==> src/hdl/gmmc_pkg.sv <==
// ----------------------------------------------------------------------------
// gmmc_pkg: shared definitions for the gapped motif match counter
// Field widths, character codes, mode codes and parameter defaults.
// ----------------------------------------------------------------------------
`default_nettype none

package gmmc_pkg;

  // Parameter defaults
  localparam int MAX_GAP_DEF    = 10;
  localparam int COUNT_BITS_DEF = 27;

  // Fixed field widths
  localparam int MODE_W = 2;
  localparam int CHAR_W = 8;
  localparam int GI_W   = 4;
  // in_tdata carries character and gap_index, padded to whole bytes
  localparam int IN_DW  = ((CHAR_W + GI_W + 7) / 8) * 8;

  // Motif is "tgca"; a matching window holds 8 motif characters plus the gap
  localparam int MOTIF_PAIR_LEN = 8;

  // Character codes
  localparam logic [CHAR_W-1:0] CH_T    = 8'h74;
  localparam logic [CHAR_W-1:0] CH_G    = 8'h67;
  localparam logic [CHAR_W-1:0] CH_C    = 8'h63;
  localparam logic [CHAR_W-1:0] CH_A    = 8'h61;
  localparam logic [CHAR_W-1:0] CH_ZERO = 8'h30;
  localparam logic [CHAR_W-1:0] CH_NINE = 8'h39;
  localparam logic [CHAR_W-1:0] CH_TAB  = 8'h09;

  // Beat modes carried on tuser
  typedef enum logic [MODE_W-1:0] {
    MODE_FEED  = 2'd0,
    MODE_READ  = 2'd1,
    MODE_CLEAR = 2'd2
  } mode_t;

  function automatic logic is_digit(input logic [CHAR_W-1:0] ch);
    return (ch >= CH_ZERO) && (ch <= CH_NINE);
  endfunction

endpackage

`default_nettype wire

==> src/hdl/gmmc_match.sv <==
// ----------------------------------------------------------------------------
// gmmc_match: per-gap motif pair detector
// Looks at the shifted character window and flags every gap length for which
// "tgca", gap characters, "tgca" ends at the newest character, the window is
// long enough and holds no digit.
// ----------------------------------------------------------------------------
`default_nettype none

module gmmc_match #(
  parameter int MAX_GAP = gmmc_pkg::MAX_GAP_DEF,
  localparam int NG     = MAX_GAP + 1,
  localparam int WL     = MAX_GAP + gmmc_pkg::MOTIF_PAIR_LEN,
  localparam int SW     = $clog2(WL + 1)
) (
  input  wire logic [WL-1:0][gmmc_pkg::CHAR_W-1:0] win_i,   // index 0 newest
  input  wire logic [SW-1:0]                       seen_i,
  input  wire logic [SW-1:0]                       since_i,
  output logic      [NG-1:0]                       hit_o
);

  // Motif ending at the newest character
  logic tail_hit;
  assign tail_hit = (win_i[3] == gmmc_pkg::CH_T) && (win_i[2] == gmmc_pkg::CH_G) &&
                    (win_i[1] == gmmc_pkg::CH_C) && (win_i[0] == gmmc_pkg::CH_A);

  // One leading-motif compare and length check per gap, all in parallel
  for (genvar g = 0; g < NG; g++) begin : g_gap
    localparam int BK  = 4 + g;
    localparam int LEN = gmmc_pkg::MOTIF_PAIR_LEN + g;
    logic head_hit;
    assign head_hit = (win_i[BK+3] == gmmc_pkg::CH_T) && (win_i[BK+2] == gmmc_pkg::CH_G) &&
                      (win_i[BK+1] == gmmc_pkg::CH_C) && (win_i[BK]   == gmmc_pkg::CH_A);
    assign hit_o[g] = tail_hit && head_hit &&
                      (seen_i >= SW'(LEN)) && (since_i >= SW'(LEN));
  end

endmodule

`default_nettype wire

==> src/hdl/gapped_motif_match_counter_top.sv <==
// Path: input beat to result beat through the input register, then the result register.
// Throughput: one beat per cycle while out_tready does not hold the result; every mode, including clear, is one beat.
// The per-gap compare and counter update for a character run in parallel in one stage.
// Reset (rst_n low, synchronous): window and counters zero, fill count zero,
// digit-free run saturated, both pipeline registers empty. No clearing pass.
// ----------------------------------------------------------------------------
// gapped_motif_match_counter_top: gapped DNA motif match counter
// Streams characters, reports a per-gap match mask and keeps saturating
// per-gap match counters that can be read back or cleared.
// ----------------------------------------------------------------------------
`default_nettype none

module gapped_motif_match_counter_top #(
  parameter int MAX_GAP    = gmmc_pkg::MAX_GAP_DEF,
  parameter int COUNT_BITS = gmmc_pkg::COUNT_BITS_DEF,
  localparam int NG        = MAX_GAP + 1,
  localparam int OUT_DW    = ((NG + COUNT_BITS + 7) / 8) * 8
) (
  input  wire logic                          clk,
  input  wire logic                          rst_n,
  // Input stream
  input  wire logic                          in_tvalid,
  output logic                               in_tready,
  input  wire logic [gmmc_pkg::IN_DW-1:0]    in_tdata,   // [7:0] character, [11:8] gap_index
  input  wire logic [gmmc_pkg::MODE_W-1:0]   in_tuser,   // mode
  // Result stream
  output logic                               out_tvalid,
  input  wire logic                          out_tready,
  output logic      [OUT_DW-1:0]             out_tdata   // match_mask, then count
);

  localparam int CW = gmmc_pkg::CHAR_W;
  localparam int WL = MAX_GAP + gmmc_pkg::MOTIF_PAIR_LEN;
  localparam int SW = $clog2(WL + 1);
  localparam logic [SW-1:0]         WL_SW     = SW'(WL);
  localparam logic [COUNT_BITS-1:0] COUNT_MAX = '1;

  // Input register
  logic                     s1_valid_r, s1_valid_nxt;
  gmmc_pkg::mode_t          s1_mode_r;
  logic [CW-1:0]            s1_char_r;
  logic [gmmc_pkg::GI_W-1:0] s1_gi_r;

  // State
  logic [WL-1:0][CW-1:0]    win_r, win_nxt;
  logic [SW-1:0]            seen_r, seen_nxt;
  logic [SW-1:0]            since_r, since_nxt;
  logic [COUNT_BITS-1:0]    counts_r [NG];
  logic [COUNT_BITS-1:0]    counts_nxt [NG];

  // Result register
  logic                     out_valid_r, out_valid_nxt;
  logic [NG-1:0]            out_mask_r, out_mask_nxt;
  logic [COUNT_BITS-1:0]    out_cnt_r, out_cnt_nxt;

  logic in_fire, s2_ready, proc;

  // Handshake
  assign s2_ready  = !out_valid_r || out_tready;
  assign in_tready = !s1_valid_r || s2_ready;
  assign in_fire   = in_tvalid && in_tready;
  assign proc      = s1_valid_r && s2_ready;

  always_comb begin
    s1_valid_nxt = s1_valid_r;
    if (in_fire) begin
      s1_valid_nxt = 1'b1;
    end else if (s2_ready) begin
      s1_valid_nxt = 1'b0;
    end
  end

  always_ff @(posedge clk) begin
    if (!rst_n) begin
      s1_valid_r <= 1'b0;
    end else begin
      s1_valid_r <= s1_valid_nxt;
    end
  end

  always_ff @(posedge clk) begin
    if (in_fire) begin
      s1_mode_r <= gmmc_pkg::mode_t'(in_tuser);
      s1_char_r <= in_tdata[CW-1:0];
      s1_gi_r   <= in_tdata[CW +: gmmc_pkg::GI_W];
    end
  end

  // Window after taking the current character, with updated run lengths
  logic [WL-1:0][CW-1:0] win_shift;
  logic [SW-1:0]         seen_inc, since_inc;
  logic [NG-1:0]         hit_mask;

  if (WL > 1) begin : g_shift
    assign win_shift = {win_r[WL-2:0], s1_char_r};
  end else begin : g_noshift
    assign win_shift = s1_char_r;
  end

  assign seen_inc  = (seen_r < WL_SW) ? seen_r + 1'b1 : seen_r;
  assign since_inc = gmmc_pkg::is_digit(s1_char_r) ? '0 :
                     (since_r < WL_SW) ? since_r + 1'b1 : since_r;

  gmmc_match #(
    .MAX_GAP (MAX_GAP)
  ) u_match (
    .win_i   (win_shift),
    .seen_i  (seen_inc),
    .since_i (since_inc),
    .hit_o   (hit_mask)
  );

  // Per-beat processing
  always_comb begin
    win_nxt      = win_r;
    seen_nxt     = seen_r;
    since_nxt    = since_r;
    counts_nxt   = counts_r;
    out_mask_nxt = out_mask_r;
    out_cnt_nxt  = out_cnt_r;
    if (proc) begin
      out_mask_nxt = '0;
      out_cnt_nxt  = '0;
      case (s1_mode_r)
        gmmc_pkg::MODE_FEED: begin
          if (s1_char_r != gmmc_pkg::CH_TAB) begin
            win_nxt      = win_shift;
            seen_nxt     = seen_inc;
            since_nxt    = since_inc;
            out_mask_nxt = hit_mask;
            for (int g = 0; g < NG; g++) begin
              if (hit_mask[g] && (counts_r[g] != COUNT_MAX)) begin
                counts_nxt[g] = counts_r[g] + 1'b1;
              end
            end
          end
        end
        gmmc_pkg::MODE_READ: begin
          for (int g = 0; g < NG; g++) begin
            if (32'(s1_gi_r) == g) begin
              out_cnt_nxt = counts_r[g];
            end
          end
        end
        gmmc_pkg::MODE_CLEAR: begin
          win_nxt   = '0;
          seen_nxt  = '0;
          since_nxt = WL_SW;
          for (int g = 0; g < NG; g++) begin
            counts_nxt[g] = '0;
          end
        end
        default: begin
        end
      endcase
    end
  end

  always_comb begin
    out_valid_nxt = out_valid_r;
    if (proc) begin
      out_valid_nxt = 1'b1;
    end else if (out_tready) begin
      out_valid_nxt = 1'b0;
    end
  end

  // State and result valid
  always_ff @(posedge clk) begin
    if (!rst_n) begin
      win_r       <= '0;
      seen_r      <= '0;
      since_r     <= WL_SW;
      out_valid_r <= 1'b0;
      for (int g = 0; g < NG; g++) begin
        counts_r[g] <= '0;
      end
    end else begin
      win_r       <= win_nxt;
      seen_r      <= seen_nxt;
      since_r     <= since_nxt;
      out_valid_r <= out_valid_nxt;
      counts_r    <= counts_nxt;
    end
  end

  // Result payload
  always_ff @(posedge clk) begin
    out_mask_r <= out_mask_nxt;
    out_cnt_r  <= out_cnt_nxt;
  end

  assign out_tvalid = out_valid_r;

  always_comb begin
    out_tdata                  = '0;
    out_tdata[NG-1:0]          = out_mask_r;
    out_tdata[NG +: COUNT_BITS] = out_cnt_r;
  end

  // Checks
  a_seen_bound: assert property (@(posedge clk) disable iff (!rst_n)
    seen_r <= WL_SW)
    else $error("fill count beyond window length");

  a_since_bound: assert property (@(posedge clk) disable iff (!rst_n)
    since_r <= WL_SW)
    else $error("digit-free run beyond window length");

  a_mask_or_count: assert property (@(posedge clk) disable iff (!rst_n)
    out_valid_r |-> (out_mask_r == '0 || out_cnt_r == '0))
    else $error("result carries both a match mask and a count");

  a_clear_state: assert property (@(posedge clk) disable iff (!rst_n)
    (proc && s1_mode_r == gmmc_pkg::MODE_CLEAR) |=>
      (seen_r == '0 && since_r == WL_SW && out_mask_r == '0 && out_cnt_r == '0))
    else $error("clear beat did not reset window state");

  a_mask_needs_fill: assert property (@(posedge clk) disable iff (!rst_n)
    (proc && hit_mask != '0) |-> (seen_inc >= SW'(gmmc_pkg::MOTIF_PAIR_LEN)))
    else $error("match flagged before window filled");

endmodule

`default_nettype wire
==> config.mk <==
export PLATFORM = sky130hd
export DESIGN_NAME = gapped_motif_match_counter_top
export DESIGN_NICKNAME = d
export VERILOG_FILES = /design/src/hdl/gmmc_pkg.sv /design/src/hdl/gmmc_match.sv /design/src/hdl/gapped_motif_match_counter_top.sv
export SDC_FILE = /design/constraint.sdc
export NUM_CORES = 1
export LEC_CHECK = 0
export BUFFER_PORTS_ARGS = -buffer_cell sky130_fd_sc_hd__buf_2
export CORE_ASPECT_RATIO = 1.75
export CORE_MARGIN = 5
export CORE_UTILIZATION = 57
export DETAILED_ROUTE_END_ITERATION = 10
export GPL_ROUTABILITY_DRIVEN = 0
export PLACE_DENSITY = 0.79
export SETUP_SLACK_MARGIN = 0.02
export SLEW_MARGIN = 20
export SYNTH_ARGS = -nofsm -noshare
export SYNTH_HDL_FRONTEND = slang
export SYNTH_SLANG_ARGS = --single-unit
export TNS_END_PERCENT = 1
==> constraint.sdc <==
create_clock -name clk -period 2.98 [get_ports clk]
set_input_delay 0.298 -clock clk [delete_from_list [all_inputs] [get_ports clk]]
set_output_delay 0.298 -clock clk [all_outputs]
set_load 0.005 [all_outputs]
==> reports/results.ini <==
[status]
status=complete, but fails checks
violations=negative setup slack

[cts]
clock_path_buffers=3
numClockSinks=497
cts_tree=done
clock_latency_ns=0.60
clk_root_buffer_cell=clkbuf_16
cts_made_buffers=45
path_clk_slew_ns=0.07
h-tree-depth=2

[yosys]
yosys_warnings=0
synth_top_area_share_pct=35.01
synth_adder_area_share_pct=0.6393
synth-seq-cells=497
netlist_area_sq_mm=0.02544
syn_inst=2986
synthTopCellsByCount=445 x dfxtp_1, 246 x nand2_1, 209 x a21oi_1
synth_top_family_by_area=simple AND/OR/NAND/NOR gates
synth_most_common_cell=dfxtp_1
synth_area_leader_cell=dfxtp_1
synth_enable_flop_cells=52
synth_flop_cell=dfxtp_1
seq_area_frac_synth_pct=41.15
synth_mux_area_share_pct=1.775
async_flop_share_pct=0
synth-compound-area-share_pct=20.40
yosys.area_share.simple_pct=28.89
synth_cell_types=86
avgSynthCellArea_sq_um=8.521
synth_xor_area_share_pct=3.098
synth_area_leaders=dfxtp_1 35%, edfxtp_1 6.1%, a22oi_1 5.5%

[global_route]
grt_pass1_wl_mm=131.1
grt_overflow_total=0
antenna_found_initial=0
grt_max_degree=135
grt_usage_pct=33.04
grt_pass1_vias=24220

[floorplanning]
die_h_um=289.5
die_width_um=169.7
num_rows=102
dieArea_sq_mm=0.04913
boundaryPins=64
core_area_sq_mm=0.04429
floorplan.initialDensity_pct=57.45

[route]
ant_nets=0
wl_per_cell_um=22.80
drtPass1Iterations=8
dr.first_iter.drc_count=3216
finalWirelength_mm=84.59
vias=25450
avgViaCountPerCell=6.860
drcViolationCount=0

[worst_setup_path]
slowest_delay_ns=0.60
crit_required_ns=3.50
worstSetupPathType=reg2reg
worstSetupEndpointType=register
start_kind=register
path_cells=or4b_4 > or4_4 > nor4_4 > o2111a_1 > a21oi_2 > buf_12 > buf_4 > or3_1 > a21oi_2
crit_family=simple AND/OR/NAND/NOR gates
cp_common_cell=a21oi_2
cp_data_arrival_time_ns=3.70
cp_max_fo=43
crit_buf_inv=2
cpMaxStageDelayCell=or4b_4

[finish]
regArea_sq_mm=0.01047
drive_above_1_share_pct=15.36
diodes=0
multiInputGateArea_sq_mm=0.01447
area_growth_pct=16.76
num-nets-final=3139
fill_cells=3465
final_cell_count_no_fill=3710
fin_util_pct=67.08

[sta]
tns_ns=-5.499
maxSlewViolCount=0
fin_ws_ns=-0.2082
finClkSkew_ns=0.02881
rsz0062_at_grt=true
slew_headroom_pct=26.58
finalSetupViolations=80
fmax_ghz=0.3137
period_minus_slack_ns=3.188
max_slew.worst_pin.slew_ns=1.093
hold_slack_ns=0.07310
fin_crit_sh_pct=107.0
finalHoldViolCount=0

[pwr]
leakage_uw=0.009379
clkPwrFrac_pct=45.3
vdd_drop_max_uv=614.4
intPower_uw=10620
powerDensity_mw_per_mm2=468.8
pwr-share-seq_pct=49.1
pwr-share-comb_pct=5.7
p_sw_uw=3307
p_sw_share_pct=23.75

[job]
maxCapViolCount=0

[placement]
place_ws_ns=-0.2311
dp.cells=3613
hpwl_mm=59.69
io_buffers=57

[worst_hold_path]
hold_path.class=in2reg

==> sequential cells by signal, summed over array words and instances (netlist names) <==
signal	count
s1_char_r	8
win_r	136
s1_mode_r	2
out_cnt_r	27
since_r	5
out_mask_r	11
s1_valid_r	1
out_tvalid	1
seen_r	5
counts_r	297
s1_gi_r	4
==> cell families (layout without fill, tap and decap cells) <==
| family | after synthesis | count (layout) |
|---|---|---|
| buffers and inverters | 265 | 416 |
| xor gates and xnor gates | 90 | 90 |
| adders and majority gates | 13 | 13 |
| AOI/OAI and AO/OA | 774 | 774 |
| and+or+nand+nor | 1303 | 1303 |
| DFF | 497 | 497 |
| muxes | 43 | 43 |
| other | 1 | 2 |
==> what timing repair did <==
| item | 4_1_cts | 5_1_grt |
|---|---|---|
| resized for setup | 30 | 64 |
| endpoints found under the setup margin | 184 | 241 |
| pin swaps | 57 | 28 |
| hold endpoints to repair | 15 | 0 |
| buffers inserted | 1 | 0 |
| hold buffers | 15 | 0 |
==> worst reg2reg max path, delay by kind of cell, from the launching register on <==
family	cells	cell delay, ns
DFF	1	0.41
and+or+nand+nor	4	1.80
buffers and inverters	2	0.37
AOI/OAI and AO/OA	3	0.52
==> layout make-up <==
class                           instances  area share (%)
Sequential cell                       497           35.24
Timing Repair Buffer                  289           7.695
Clock buffer                           57           4.389
Clock inverter                         24          0.9645
Inverter                               46          0.5812
Multi-Input combinational cell       2225           48.72
Tap cell                              572           2.409
==> layout by cell type (no fill, tap or decap), types with 89 or more instances in the layout <==
cell | netlist | layout
nand2_1 | 246 | 244
nor2b_1 | 157 | 156
a22oi_1 | 186 | 186
buf_4 | 2 | 197
nand3_1 | 121 | 121
a21oi_1 | 209 | 191
o21ai_0 | 92 | 90
xnor2_1 | 89 | 89
nor2_1 | 163 | 160
dfxtp_1 | 445 | 445
==> power groups by stage <==
stage | Combinational, uW | Clock (uW) | Sequential [uW]
after floorplan | 406 | 0 | 6970
after global placement | 713 | 0 | 6980
after detailed placement | 727 | 0 | 6980
after CTS | 752 | 6320 | 6830
after global routing | 825 | 6600 | 6830
final | 792 | 6300 | 6830
==> per-layer routing <==
metal / share of wire [%] / wire [um] / vias to the layer above / global-route usage, %
met5: 0 / 0 / - / 0
met4: 10 / 8861 / 0 / 27.25
met3: 7.8 / 6637 / 501 / 5.430
met2: 48 / 40780 / 1407 / 56.38
met1: 33 / 28310 / 12050 / 35.58
li1: - / - / 11490 / -
==> per-stage QoR <==
step / power (uW) / instance area (sq um)
final: 13930 / 29710
after detailed placement: 7710 / 27560
after floorplan: 7378 / 25460
after global routing: 14260 / 29710
after CTS: 13900 / 29430
after global placement: 7693 / 27560
==> worst paths after layout <==
path / startpoint / endpoint / slack [ns] / depth (start not counted)
setup / recovery: s1_char_r[4] / counts_r[255] / -0.21 / 9
setup reg to reg: s1_char_r[4] / counts_r[255] / -0.21 / 9
hold / removal: out_tready / out_tvalid / 0.07 / 3
hold reg to reg: counts_r[99] / counts_r[99] / 0.50 / 2
No activity file was read; power rests on OpenSTA's default activity.
